`src/rtl/dnsd_pkg.sv`:
```
// Shared types and constants for the DAB null symbol detector.
// Holds field widths, configuration reset values and the command and status
// structs between the controller and the datapath. Depends on nothing.
package dnsd_pkg;

    // Field and port widths.
    localparam int MAG_W   = 16;
    localparam int CFG_W   = 13;
    localparam int CFG_MAX = (2 ** CFG_W) - 1;
    localparam int LEVEL_W = 33;
    localparam int SUM_W   = 32;
    localparam int IDX_W   = 16;
    localparam int DIP_W   = 16;
    localparam int PHASE_W = 3;
    localparam int ADDR_W  = 3;
    localparam int PDATA_W = 32;
    localparam int SDATA_W = 16;
    localparam int SUSER_W = 1;
    localparam int MDATA_W = 8;

    // Default build parameters.
    localparam int WINDOW_LEN_DEF   = 50;
    localparam int LEVEL_SHIFT_DEF  = 17;
    localparam int INIT_SYMBOLS_DEF = 10;

    // Configuration register reset values.
    localparam logic [CFG_W-1:0] SYMBOL_LENGTH_RST = 13'd2552;
    localparam logic [CFG_W-1:0] NULL_LENGTH_RST   = 13'd2656;

    // Configuration register index, taken from the word offset.
    typedef enum logic {
        REG_SYMBOL_LENGTH = 1'b0,
        REG_NULL_LENGTH   = 1'b1
    } reg_idx_t;

    // Search phase reported in every result transaction.
    typedef enum logic [PHASE_W-1:0] {
        PH_INIT  = 3'd0,
        PH_FILL  = 3'd1,
        PH_DIP   = 3'd2,
        PH_END   = 3'd3,
        PH_FOUND = 3'd4
    } phase_t;

    // Commands from the controller to the datapath.
    typedef struct packed {
        logic load;          // capture the accepted input transaction
        logic init_acc;      // add the magnitude to the initial sum
        logic level_track;   // exponential level update
        logic fill_step;     // write the window, total grows
        logic slide_step;    // replace the oldest window entry
        logic dip_inc;       // saturating dip counter increment
        logic dip_clear;     // clear the dip counter
        logic clear_window;  // clear window total, sample index and position
        logic div_start;     // start the initial mean division
        logic level_load;    // load the level from the division result
    } dnsd_cmd_t;

    // Status from the datapath to the controller.
    typedef struct packed {
        logic func;          // captured restart flag
        logic init_done;     // enough initial samples taken
        logic fill_done;     // window holds a full run of samples
        logic dip_timeout;   // dip search ran too long
        logic end_timeout;   // end search ran too long
        logic dip_met;       // window level at most half the long-term level
        logic end_met;       // window level at least 3/4 of the long-term level
        logic div_done;      // division result is ready
    } dnsd_stat_t;

endpackage

```
`src/rtl/dnsd_ram.sv`:
```
// Generic single-write, single-read RAM with a registered read port.
// Used for the sliding window store. Depends on nothing.
module dnsd_ram #(
    parameter int WIDTH = 16,
    parameter int DEPTH = 64
) (
    input  logic                     aclk,
    input  logic                     wr_en,
    input  logic [$clog2(DEPTH)-1:0] wr_addr,
    input  logic [WIDTH-1:0]         wr_data,
    input  logic [$clog2(DEPTH)-1:0] rd_addr,
    output logic [WIDTH-1:0]         rd_data
);

    logic [WIDTH-1:0] mem [DEPTH];

    // Write port and registered read port.
    always_ff @(posedge aclk) begin
        if (wr_en) begin
            mem[wr_addr] <= wr_data;
        end
        rd_data <= mem[rd_addr];
    end

endmodule

```
`src/rtl/dnsd_divider.sv`:
```
// Restoring divider that produces one quotient bit per cycle.
// Computes the initial mean level. Depends on nothing.
module dnsd_divider #(
    parameter int DVD_W = 49,
    parameter int DSR_W = 17
) (
    input  logic             aclk,
    input  logic             aresetn,
    input  logic             start,
    input  logic [DVD_W-1:0] dividend,
    input  logic [DSR_W-1:0] divisor,
    output logic             done,
    output logic [DVD_W-1:0] quotient
);

    localparam int CNT_W = $clog2(DVD_W + 1);

    logic             busy_reg;
    logic             done_reg;
    logic [CNT_W-1:0] cnt_reg;
    logic [DSR_W-1:0] rem_reg;
    logic [DSR_W-1:0] dsr_reg;
    logic [DVD_W-1:0] quo_reg;
    logic [DSR_W:0]   trial;
    logic [DSR_W:0]   diff;
    logic             fits;

    // One trial subtraction per cycle.
    assign trial = {rem_reg, quo_reg[DVD_W-1]};
    assign fits  = (trial >= {1'b0, dsr_reg});
    assign diff  = trial - {1'b0, dsr_reg};

    // Iteration control.
    always_ff @(posedge aclk) begin
        if (!aresetn) begin
            busy_reg <= 1'b0;
            done_reg <= 1'b0;
            cnt_reg  <= '0;
        end else if (start) begin
            busy_reg <= 1'b1;
            done_reg <= 1'b0;
            cnt_reg  <= CNT_W'(DVD_W);
        end else if (busy_reg) begin
            cnt_reg <= cnt_reg - 1'b1;
            if (cnt_reg == CNT_W'(1)) begin
                busy_reg <= 1'b0;
                done_reg <= 1'b1;
            end
        end
    end

    // Partial remainder and quotient shift register.
    always_ff @(posedge aclk) begin
        if (start) begin
            rem_reg <= '0;
            dsr_reg <= divisor;
            quo_reg <= dividend;
        end else if (busy_reg) begin
            rem_reg <= fits ? diff[DSR_W-1:0] : trial[DSR_W-1:0];
            quo_reg <= {quo_reg[DVD_W-2:0], fits};
        end
    end

    assign done     = done_reg;
    assign quotient = quo_reg;

    // A new division always withdraws the previous result.
    a_start_clears_done: assert property (@(posedge aclk) disable iff (!aresetn)
        start |=> !done_reg)
        else $error("divider result still flagged after a new start");

endmodule

```
`src/rtl/dnsd_datapath.sv`:
```
// Datapath of the null symbol detector: long-term level, initial sum,
// window store and total, counters, threshold tests and the mean divider.
// Depends on dnsd_pkg, dnsd_ram and dnsd_divider.
module dnsd_datapath #(
    parameter int WINDOW_LEN   = dnsd_pkg::WINDOW_LEN_DEF,
    parameter int LEVEL_SHIFT  = dnsd_pkg::LEVEL_SHIFT_DEF,
    parameter int INIT_SYMBOLS = dnsd_pkg::INIT_SYMBOLS_DEF
) (
    input  logic                          aclk,
    input  logic                          aresetn,
    input  logic                          func_in,
    input  logic [dnsd_pkg::MAG_W-1:0]    mag_in,
    input  logic [dnsd_pkg::CFG_W-1:0]    symbol_length,
    input  logic [dnsd_pkg::CFG_W-1:0]    null_length,
    input  dnsd_pkg::dnsd_cmd_t           cmd,
    output dnsd_pkg::dnsd_stat_t          stat
);

    import dnsd_pkg::*;

    localparam int POS_W = $clog2(WINDOW_LEN);
    localparam int TOT_W = MAG_W + POS_W;
    localparam int CNT_W = $clog2(INIT_SYMBOLS * CFG_MAX + 2);
    localparam int DVD_W = SUM_W + LEVEL_SHIFT;
    localparam int LHS_W = TOT_W + LEVEL_SHIFT + 2;
    localparam int RHS_W = LEVEL_W + $clog2(3 * WINDOW_LEN + 1);
    localparam int CMP_W = (LHS_W > RHS_W) ? LHS_W : RHS_W;
    localparam int LIM_W = CFG_W + 2;

    logic               func_reg;
    logic [MAG_W-1:0]   mag_reg;
    logic [LEVEL_W-1:0] level_reg;
    logic [LEVEL_W-1:0] level_next;
    logic [SUM_W-1:0]   init_sum_reg;
    logic [SUM_W-1:0]   init_sum_next;
    logic [CNT_W-1:0]   init_cnt_reg;
    logic [TOT_W-1:0]   total_reg;
    logic [TOT_W-1:0]   total_next;
    logic [IDX_W-1:0]   idx_reg;
    logic [DIP_W-1:0]   dip_reg;
    logic [POS_W-1:0]   pos_reg;
    logic [POS_W-1:0]   pos_next;
    logic [MAG_W-1:0]   ring_rd;
    logic               ring_wr;
    logic [SUM_W:0]     init_sum_wide;
    logic [LEVEL_W:0]   level_wide;
    logic [CNT_W-1:0]   init_target;
    logic [LIM_W-1:0]   end_limit;
    logic [CMP_W-1:0]   dip_lhs;
    logic [CMP_W-1:0]   dip_rhs;
    logic [CMP_W-1:0]   end_lhs;
    logic [CMP_W-1:0]   end_rhs;
    logic [DVD_W-1:0]   dividend;
    logic [DVD_W-1:0]   quotient;
    logic               div_done;

    // Input capture on acceptance.
    always_ff @(posedge aclk) begin
        if (cmd.load) begin
            func_reg <= func_in;
            mag_reg  <= mag_in;
        end
    end

    // Saturating initial sum and tracked level.
    assign init_sum_wide = {1'b0, init_sum_reg} + (SUM_W + 1)'(mag_reg);
    assign init_sum_next = init_sum_wide[SUM_W] ? '1 : init_sum_wide[SUM_W-1:0];
    assign level_wide    = {1'b0, level_reg} - {1'b0, (level_reg >> LEVEL_SHIFT)}
                         + (LEVEL_W + 1)'(mag_reg);

    always_comb begin
        level_next = level_reg;
        if (cmd.level_load) begin
            level_next = (|quotient[DVD_W-1:LEVEL_W]) ? '1 : quotient[LEVEL_W-1:0];
        end else if (cmd.level_track) begin
            level_next = level_wide[LEVEL_W] ? '1 : level_wide[LEVEL_W-1:0];
        end
    end

    // Window total: cleared on a window clear, grows while filling, slides afterwards.
    always_comb begin
        total_next = total_reg;
        if (cmd.clear_window) begin
            total_next = '0;
        end else if (cmd.fill_step) begin
            total_next = total_reg + TOT_W'(mag_reg);
        end else if (cmd.slide_step) begin
            total_next = total_reg - TOT_W'(ring_rd) + TOT_W'(mag_reg);
        end
    end

    assign pos_next = (pos_reg == POS_W'(WINDOW_LEN - 1)) ? '0 : pos_reg + 1'b1;
    assign ring_wr  = cmd.fill_step | cmd.slide_step;

    // State registers.
    always_ff @(posedge aclk) begin
        if (!aresetn) begin
            level_reg    <= '0;
            init_sum_reg <= '0;
            init_cnt_reg <= '0;
            total_reg    <= '0;
            idx_reg      <= '0;
            dip_reg      <= '0;
            pos_reg      <= '0;
        end else begin
            level_reg <= level_next;
            total_reg <= total_next;
            if (cmd.init_acc) begin
                init_sum_reg <= init_sum_next;
                init_cnt_reg <= init_cnt_reg + 1'b1;
            end
            if (cmd.clear_window) begin
                idx_reg <= '0;
                pos_reg <= '0;
            end else if (ring_wr) begin
                idx_reg <= idx_reg + 1'b1;
                pos_reg <= pos_next;
            end
            if (cmd.dip_clear) begin
                dip_reg <= '0;
            end else if (cmd.dip_inc && (dip_reg != '1)) begin
                dip_reg <= dip_reg + 1'b1;
            end
        end
    end

    // Sliding window store.
    dnsd_ram #(
        .WIDTH (MAG_W),
        .DEPTH (WINDOW_LEN)
    ) u_ring (
        .aclk    (aclk),
        .wr_en   (ring_wr),
        .wr_addr (pos_reg),
        .wr_data (mag_reg),
        .rd_addr (pos_reg),
        .rd_data (ring_rd)
    );

    // Initial mean: sum scaled to the level's fraction bits over the count.
    assign dividend = DVD_W'(init_sum_reg) << LEVEL_SHIFT;

    dnsd_divider #(
        .DVD_W (DVD_W),
        .DSR_W (CNT_W)
    ) u_div (
        .aclk     (aclk),
        .aresetn  (aresetn),
        .start    (cmd.div_start),
        .dividend (dividend),
        .divisor  (init_cnt_reg),
        .done     (div_done),
        .quotient (quotient)
    );

    // Threshold tests on the registered level and window total.
    assign init_target = CNT_W'(INIT_SYMBOLS) * CNT_W'(symbol_length);
    assign end_limit   = LIM_W'({symbol_length, 1'b0}) + LIM_W'(null_length);
    assign dip_lhs     = CMP_W'(total_reg) << (LEVEL_SHIFT + 1);
    assign dip_rhs     = CMP_W'(level_reg) * CMP_W'(WINDOW_LEN);
    assign end_lhs     = CMP_W'(total_reg) << (LEVEL_SHIFT + 2);
    assign end_rhs     = CMP_W'(level_reg) * CMP_W'(3 * WINDOW_LEN);

    always_comb begin
        stat.func        = func_reg;
        stat.init_done   = (init_cnt_reg >= init_target);
        stat.fill_done   = (idx_reg >= IDX_W'(WINDOW_LEN));
        stat.dip_timeout = (dip_reg > DIP_W'({symbol_length, 1'b0}));
        stat.end_timeout = (idx_reg > IDX_W'(end_limit));
        stat.dip_met     = (dip_lhs <= dip_rhs);
        stat.end_met     = (end_lhs >= end_rhs);
        stat.div_done    = div_done;
    end

    // The window position never leaves the window.
    a_pos_in_window: assert property (@(posedge aclk) disable iff (!aresetn)
        pos_reg <= POS_W'(WINDOW_LEN - 1))
        else $error("window position outside the window");

endmodule

```
`src/rtl/dnsd_ctrl.sv`:
```
// Controller of the null symbol detector: item sequencing, search phase,
// sync flag and the result register. Depends on dnsd_pkg.
module dnsd_ctrl (
    input  logic                           aclk,
    input  logic                           aresetn,
    input  logic                           s_tvalid,
    output logic                           s_tready,
    output logic                           m_tvalid,
    input  logic                           m_tready,
    output logic [dnsd_pkg::PHASE_W-1:0]   m_phase,
    output logic                           m_null_end,
    output logic                           m_timed_out,
    output logic                           m_synced,
    output dnsd_pkg::dnsd_cmd_t            cmd,
    input  dnsd_pkg::dnsd_stat_t           stat
);

    import dnsd_pkg::*;

    typedef enum logic [3:0] {
        ST_IDLE   = 4'b0001,
        ST_UPDATE = 4'b0010,
        ST_TEST   = 4'b0100,
        ST_DIVIDE = 4'b1000
    } state_t;

    state_t             state_reg, state_next;
    phase_t             phase_reg, phase_next;
    logic               synced_reg, synced_next;
    logic               m_valid_reg, m_valid_next;
    logic [PHASE_W-1:0] out_phase_reg, out_phase_next;
    logic               out_end_reg, out_end_next;
    logic               out_to_reg, out_to_next;
    logic               out_sync_reg, out_sync_next;
    logic               can_emit;
    logic               emit;
    logic               pulse_end;
    logic               pulse_to;

    assign can_emit = !m_valid_reg || m_tready;

    // Item sequencing and phase decisions.
    always_comb begin
        state_next  = state_reg;
        phase_next  = phase_reg;
        synced_next = synced_reg;
        cmd         = '0;
        emit        = 1'b0;
        pulse_end   = 1'b0;
        pulse_to    = 1'b0;

        unique case (state_reg)
            ST_IDLE: begin
                if (s_tvalid) begin
                    cmd.load   = 1'b1;
                    state_next = ST_UPDATE;
                end
            end
            ST_UPDATE: begin
                // Window data for the current position is valid now.
                if (!stat.func) begin
                    if (phase_reg == PH_INIT) begin
                        cmd.init_acc = 1'b1;
                    end else begin
                        cmd.level_track = 1'b1;
                        case (phase_reg)
                            PH_FILL: cmd.fill_step = 1'b1;
                            PH_DIP: begin
                                cmd.slide_step = 1'b1;
                                cmd.dip_inc    = 1'b1;
                            end
                            PH_END:  cmd.slide_step = 1'b1;
                            default: ;
                        endcase
                    end
                end
                state_next = ST_TEST;
            end
            ST_TEST: begin
                if (can_emit) begin
                    emit = 1'b1;
                    if (stat.func) begin
                        // Restart is ignored until the level is established.
                        if (phase_reg != PH_INIT) begin
                            cmd.clear_window = 1'b1;
                            phase_next       = PH_FILL;
                        end
                    end else begin
                        unique case (phase_reg)
                            PH_INIT: begin
                                if (stat.init_done) begin
                                    cmd.div_start = 1'b1;
                                    emit          = 1'b0;
                                end
                            end
                            PH_FILL: begin
                                if (stat.fill_done) begin
                                    cmd.dip_clear = 1'b1;
                                    synced_next   = 1'b0;
                                    phase_next    = PH_DIP;
                                    if (stat.dip_met) begin
                                        phase_next = PH_END;
                                        if (stat.end_met) begin
                                            phase_next  = PH_FOUND;
                                            synced_next = 1'b1;
                                            pulse_end   = 1'b1;
                                        end
                                    end
                                end
                            end
                            PH_DIP: begin
                                if (stat.dip_timeout) begin
                                    cmd.clear_window = 1'b1;
                                    phase_next       = PH_FILL;
                                    pulse_to         = 1'b1;
                                end else if (stat.dip_met) begin
                                    phase_next = PH_END;
                                    if (stat.end_met) begin
                                        phase_next  = PH_FOUND;
                                        synced_next = 1'b1;
                                        pulse_end   = 1'b1;
                                    end
                                end
                            end
                            PH_END: begin
                                if (stat.end_timeout) begin
                                    cmd.clear_window = 1'b1;
                                    phase_next       = PH_FILL;
                                    pulse_to         = 1'b1;
                                end else if (stat.end_met) begin
                                    phase_next  = PH_FOUND;
                                    synced_next = 1'b1;
                                    pulse_end   = 1'b1;
                                end
                            end
                            default: ;
                        endcase
                    end
                    state_next = emit ? ST_IDLE : ST_DIVIDE;
                end
            end
            ST_DIVIDE: begin
                // The mean level is loaded once the divider finishes.
                if (stat.div_done && can_emit) begin
                    cmd.level_load   = 1'b1;
                    cmd.clear_window = 1'b1;
                    phase_next       = PH_FILL;
                    emit             = 1'b1;
                    state_next       = ST_IDLE;
                end
            end
            default: state_next = ST_IDLE;
        endcase
    end

    // Result register: loads a new transaction or drains on acceptance.
    always_comb begin
        m_valid_next   = m_valid_reg && !m_tready;
        out_phase_next = out_phase_reg;
        out_end_next   = out_end_reg;
        out_to_next    = out_to_reg;
        out_sync_next  = out_sync_reg;
        if (emit) begin
            m_valid_next   = 1'b1;
            out_phase_next = phase_next;
            out_end_next   = pulse_end;
            out_to_next    = pulse_to;
            out_sync_next  = synced_next;
        end
    end

    always_ff @(posedge aclk) begin
        if (!aresetn) begin
            state_reg   <= ST_IDLE;
            phase_reg   <= PH_INIT;
            synced_reg  <= 1'b0;
            m_valid_reg <= 1'b0;
        end else begin
            state_reg   <= state_next;
            phase_reg   <= phase_next;
            synced_reg  <= synced_next;
            m_valid_reg <= m_valid_next;
        end
    end

    always_ff @(posedge aclk) begin
        out_phase_reg <= out_phase_next;
        out_end_reg   <= out_end_next;
        out_to_reg    <= out_to_next;
        out_sync_reg  <= out_sync_next;
    end

    assign s_tready    = (state_reg == ST_IDLE);
    assign m_tvalid    = m_valid_reg;
    assign m_phase     = out_phase_reg;
    assign m_null_end  = out_end_reg;
    assign m_timed_out = out_to_reg;
    assign m_synced    = out_sync_reg;

    // An accepted transaction always moves on to the update step.
    a_accept_to_update: assert property (@(posedge aclk) disable iff (!aresetn)
        (s_tvalid && s_tready) |=> (state_reg == ST_UPDATE))
        else $error("accepted transaction did not enter the update step");

    // A result never reports a found end and a timeout together.
    a_end_or_timeout: assert property (@(posedge aclk) disable iff (!aresetn)
        m_valid_reg |-> !(out_end_reg && out_to_reg))
        else $error("null end and timeout flagged in one result");

    // A found end leaves the block synchronized and waiting.
    a_end_means_sync: assert property (@(posedge aclk) disable iff (!aresetn)
        (m_valid_reg && out_end_reg) |-> (out_sync_reg && (out_phase_reg == PH_FOUND)))
        else $error("null end reported without sync in the found phase");

endmodule

```
`src/rtl/dab_null_symbol_detector.sv`:
```
// Top level of the DAB null symbol detector.
// Holds the configuration registers and joins controller and datapath.
// Depends on dnsd_pkg, dnsd_ctrl and dnsd_datapath.
//
// Usage: every input transaction carries one envelope magnitude, or a restart
// command when s_tuser is set. Each input transaction yields exactly one
// result transaction with the search phase, the null end and timeout pulses
// and the sync flag. The configuration port sets the symbol length (offset 0)
// and the null symbol length (offset 4); write it only while no transaction
// is in flight.
// Timing: a transaction goes through accept, update and threshold test before
// its result is presented; no new one is accepted until the last has left
// its test or divide step. The transaction that completes the initial level
// measurement also runs the mean divider, one quotient bit per cycle.
// Reset clears the level, sums and counters and returns to the initial
// measurement phase; the configuration registers return to 2552 and 2656.
// A stalled receiver holds the result register; the next transaction is
// still accepted and waits in its test step until the result is taken.
module dab_null_symbol_detector #(
    parameter int WINDOW_LEN   = dnsd_pkg::WINDOW_LEN_DEF,
    parameter int LEVEL_SHIFT  = dnsd_pkg::LEVEL_SHIFT_DEF,
    parameter int INIT_SYMBOLS = dnsd_pkg::INIT_SYMBOLS_DEF
) (
    input  logic                         aclk,
    input  logic                         aresetn,
    // Input channel.
    input  logic                         s_tvalid,
    output logic                         s_tready,
    input  logic [dnsd_pkg::SDATA_W-1:0] s_tdata,   // [15:0] magnitude
    input  logic [dnsd_pkg::SUSER_W-1:0] s_tuser,   // [0] func (1 = restart)
    // Result channel.
    output logic                         m_tvalid,
    input  logic                         m_tready,
    output logic [dnsd_pkg::MDATA_W-1:0] m_tdata,   // [2:0] phase_code, [3] null_end,
                                                    // [4] timed_out, [5] synced, [7:6] zero
    // Configuration port.
    input  logic                         psel,
    input  logic                         penable,
    input  logic                         pwrite,
    input  logic [dnsd_pkg::ADDR_W-1:0]  paddr,
    input  logic [dnsd_pkg::PDATA_W-1:0] pwdata,
    output logic [dnsd_pkg::PDATA_W-1:0] prdata,
    output logic                         pready
);

    import dnsd_pkg::*;

    logic [CFG_W-1:0]   sym_len_reg;
    logic [CFG_W-1:0]   null_len_reg;
    logic               cfg_wr;
    reg_idx_t           cfg_idx;
    dnsd_cmd_t          cmd;
    dnsd_stat_t         stat;
    logic [PHASE_W-1:0] out_phase;
    logic               out_end;
    logic               out_to;
    logic               out_sync;

    // Configuration registers; the word offset selects the register.
    assign pready  = 1'b1;
    assign cfg_wr  = psel && penable && pwrite && pready;
    assign cfg_idx = reg_idx_t'(paddr[2]);

    always_ff @(posedge aclk) begin
        if (!aresetn) begin
            sym_len_reg  <= SYMBOL_LENGTH_RST;
            null_len_reg <= NULL_LENGTH_RST;
        end else if (cfg_wr) begin
            unique case (cfg_idx)
                REG_SYMBOL_LENGTH: sym_len_reg  <= pwdata[CFG_W-1:0];
                REG_NULL_LENGTH:   null_len_reg <= pwdata[CFG_W-1:0];
                default: ;
            endcase
        end
    end

    always_comb begin
        unique case (cfg_idx)
            REG_SYMBOL_LENGTH: prdata = PDATA_W'(sym_len_reg);
            REG_NULL_LENGTH:   prdata = PDATA_W'(null_len_reg);
            default:           prdata = '0;
        endcase
    end

    // Sequencing and phase control.
    dnsd_ctrl u_ctrl (
        .aclk        (aclk),
        .aresetn     (aresetn),
        .s_tvalid    (s_tvalid),
        .s_tready    (s_tready),
        .m_tvalid    (m_tvalid),
        .m_tready    (m_tready),
        .m_phase     (out_phase),
        .m_null_end  (out_end),
        .m_timed_out (out_to),
        .m_synced    (out_sync),
        .cmd         (cmd),
        .stat        (stat)
    );

    // Level, window and threshold arithmetic.
    dnsd_datapath #(
        .WINDOW_LEN   (WINDOW_LEN),
        .LEVEL_SHIFT  (LEVEL_SHIFT),
        .INIT_SYMBOLS (INIT_SYMBOLS)
    ) u_datapath (
        .aclk          (aclk),
        .aresetn       (aresetn),
        .func_in       (s_tuser[0]),
        .mag_in        (s_tdata[MAG_W-1:0]),
        .symbol_length (sym_len_reg),
        .null_length   (null_len_reg),
        .cmd           (cmd),
        .stat          (stat)
    );

    assign m_tdata = {2'b00, out_sync, out_to, out_end, out_phase};

endmodule

```
`config.mk`:
```
export PLATFORM = sky130hd
export DESIGN_NAME = dab_null_symbol_detector
export DESIGN_NICKNAME = d
export VERILOG_FILES = /design/src/rtl/dnsd_pkg.sv /design/src/rtl/dnsd_ram.sv /design/src/rtl/dnsd_divider.sv /design/src/rtl/dnsd_datapath.sv /design/src/rtl/dnsd_ctrl.sv /design/src/rtl/dab_null_symbol_detector.sv
export SDC_FILE = /design/constraint.sdc
export NUM_CORES = 2
export LEC_CHECK = 0
export ABC_CLOCK_PERIOD_IN_PS = 7300
export BUFFER_PORTS_ARGS = -buffer_cell sky130_fd_sc_hd__buf_2
export CORE_UTILIZATION = 26
export CTS_CLUSTER_SIZE = 8
export DETAILED_ROUTE_END_ITERATION = 10
export PLACE_DENSITY = 0.39
export SLEW_MARGIN = 25
export SYNTH_ARGS = -nofsm -noshare
export SYNTH_HDL_FRONTEND = slang
export SYNTH_SLANG_ARGS = --single-unit
```
`constraint.sdc`:
```
create_clock -name aclk -period 7.3 [get_ports aclk]
set_input_delay 0.365 -clock aclk [delete_from_list [all_inputs] [get_ports aclk]]
set_output_delay 0.365 -clock aclk [all_outputs]
set_load 0.01 [all_outputs]
```
==> metrics <==
synth cell count leaders=edfxtp_1 (872), inv_1 (475), ha_1 (453), nor2_1 (330), nand2_1 (306); Startpoint Class=flip-flop; die area=227,000 um2; vias in the first global route=41,400; post-synthesis instance total=5,084; Core Area=223,000 um2; largest net degree at the start of global routing=73; Final Setup Violations=0; grt ovf=0; combinational share of power=4.9%; fill cell count=22,800; Clk Latency, worst-skew pair=0.80 ns; Relative slew margins=25.7%; CP max FO=4; CTS tree=yes; Final Cycle Share=96.5%; HPWL after detailed placement=127 mm; Yosys top cell area share=44.7%; Synth Register Bits=1,107; R2R Setup Slk=0.25 ns; internal power=11.1 mW; Slew @ Worst Pin=1.10 ns; most common cell in the synthesized netlist=edfxtp_1; ys flop type=edfxtp_1; Setup CP Type=flip-flop to flip-flop; drt total wl=190 mm; Unique masters post-synth=97; Syn-to-layout area delta=18.3%; Cell Rows=173; vias per inst=4.84; status=completed; sequential element share of the synthesized area=52.7%; CP Data Required Time=7.85 ns; port bufs=58; Crit-path slowest cell=fa_1; vias=40,700; Synth Area per Inst=11.5 um2; nets@finish=5,995; Overall Power=14.5 mW; DRC=0; routability congestion estimate from global placement=0.818; final hold violation count=0; first-pass GRT wire length=281 mm; initial antenna violation count=6; maximum VDD drop=0.203 mV; starting DRC count in detailed routing=2,530; nature of the critical path endpoint=flip-flop; max_cap viols=0; TritonCTS Buffers=159; Total GRT Usage=16.5%; DR WL/cell=22.6 um; final slew viol count=0; Synth area leaders=edfxtp_1 (45%), ha_1 (9.7%), dfxtp_1 (8.0%); CTS root buffer=clkbuf_16; Worst Skew=0.0535 ns; Fmax achieved=142 MHz; pwr dens=209 nW/um2; Psw=3.38 mW; Largest register FFs=800; largest area contributor in the netlist=edfxtp_1; layout cells sized above 1=12.8%; clock share of power=47.5%; RSZ-0062 raised after global routing=yes; drt first pass iters=5; CTS H-tree lvls=4; switching share of power=23.3%; Ys Warns=0; CTS Buffer Depth=3; die width=477 um; Hold Path Class=input port to flip-flop; register clock-pin slew on the reported worst setup and hold paths=0.06 ns; slowest cell delay on critical path=0.50 ns; Tmin final=7.05 ns; Lkg Pwr=26.3 nW; worst setup margin=0.255 ns; Die Y=477 um; Initial Util=26.3%; post-synthesis cell area=58,600 um2; EDFF count, synth=872; ys async rst share=0%; sequential share of power=47.5%; DP Worst Slack=-0.306 ns; CP arrival=7.60 ns; I/O Pins=102; CTS Sinks=1,107; ANT nets after route=0
[power groups by stage]
stage	Clock, mW	Sequential [mW]	Combinational [mW]
6_report	6.89	6.90	0.716
4_1_cts	7.08	6.90	0.726
5_1_grt	7.35	6.89	0.792
3_5_place_dp	0	7.02	0.708
2_1_floorplan	0	7.05	0.399
3_3_place_gp	0	7.02	0.704
[stage by stage]
| stage | TNS (ns) | util (%) | std cells | cell area (um2) | hold slack, ns |
|---|---|---|---|---|---|
| after floorplan | 0 | - | 5104 | 58700 | 0.437 |
| after global placement | -1.20 | 28.5 | 8132 | 63600 | 0.472 |
| after detailed placement | -0.639 | 28.5 | 8132 | 63700 | 0.474 |
| after CTS | 0 | 30.9 | 8405 | 68900 | 0.127 |
| after global routing | -0.100 | 31.0 | 8411 | 69300 | 0.157 |
| final | 0 | 31.1 | 8414 | 69300 | 0.178 |
[critical path: cells and delay by family, from the launching register on]
kind,cells,cell delay [ns]
XOR/XNOR,1,0.17
AO/OA/AOI/OAI,11,2.09
adder cells (fa/ha/maj),6,2.02
flip-flops,1,0.37
AND/OR/NAND/NOR,8,1.53
buffers and inverters,5,0.63
[layout by cell type (no fill, tap or decap), drive strengths merged, types with 207 or more instances in the layout]
cell type and n:
nand2 306, edfxtp 872, a21oi 264, nor2 330, dfxtp 235, inv 482, o21ai 207, clkbuf 214
buf 298, a22oi 280, ha 453
[area by class of cell]
cell class                      count  area, um2  area share (%)
Multi-Input combinational cell   3284      25800            37.2
Tap cell                         2975       3720            5.37
Clock inverter                     21        339           0.489
Sequential cell                  1107      30900            44.6
Inverter                          476       1790            2.58
Antenna cell                        4       10.0          0.0144
Clock buffer                      214       4230            6.10
Timing Repair Buffer              333       2500            3.61
[final timing paths]
path / cells past startpoint / start / endpoint
max: 31 / u_datapath.level_reg[13]$_SDFFE_PN0P_ / u_ctrl.m_phase[0]$_DFFE_PP_
min: 4 / aresetn / u_datapath.level_reg[26]$_SDFFE_PN0P_
max reg2reg: 31 / u_datapath.level_reg[13]$_SDFFE_PN0P_ / u_ctrl.m_phase[0]$_DFFE_PP_
min reg2reg: 2 / null_len_reg[8]$_SDFFE_PN0P_ / null_len_reg[8]$_SDFFE_PN0P_
[cells by family (layout without fill, tap and decap cells)]
group                    after synthesis  after routing  synth area share (%)
AO/OA/AOI/OAI                       1325           1325                  15.7
XOR/XNOR                             202            202                  3.02
adder cells (fa/ha/maj)              575            575                  13.8
buffers and inverters                713           1044                  4.80
flip-flops                          1107           1107                  52.7
multiplexers                          44             44                 0.762
other                                  2             26                0.0128
AND/OR/NAND/NOR                     1116           1116                  9.16
[per-layer routing]
layer	vias to the layer above	routed length (um)	global-route usage, %
li1	19400	-	-
met1	20300	89000	22.3
met2	736	90600	27.6
met3	223	6400	2.16
met4	0	4280	4.13
met5	-	0	0
[timing repair]
| item | CTS | global route |
|---|---|---|
| endpoints found under the hold margin | 47 | 0 |
| setup endpoints to repair | 7 | 9 |
| pin swaps | 16 | 38 |
| setup buffers | 3 | 5 |
| hold buffers | 35 | 0 |
| gates resized for setup | 46 | 57 |
(Power assumes the default switching activity.)
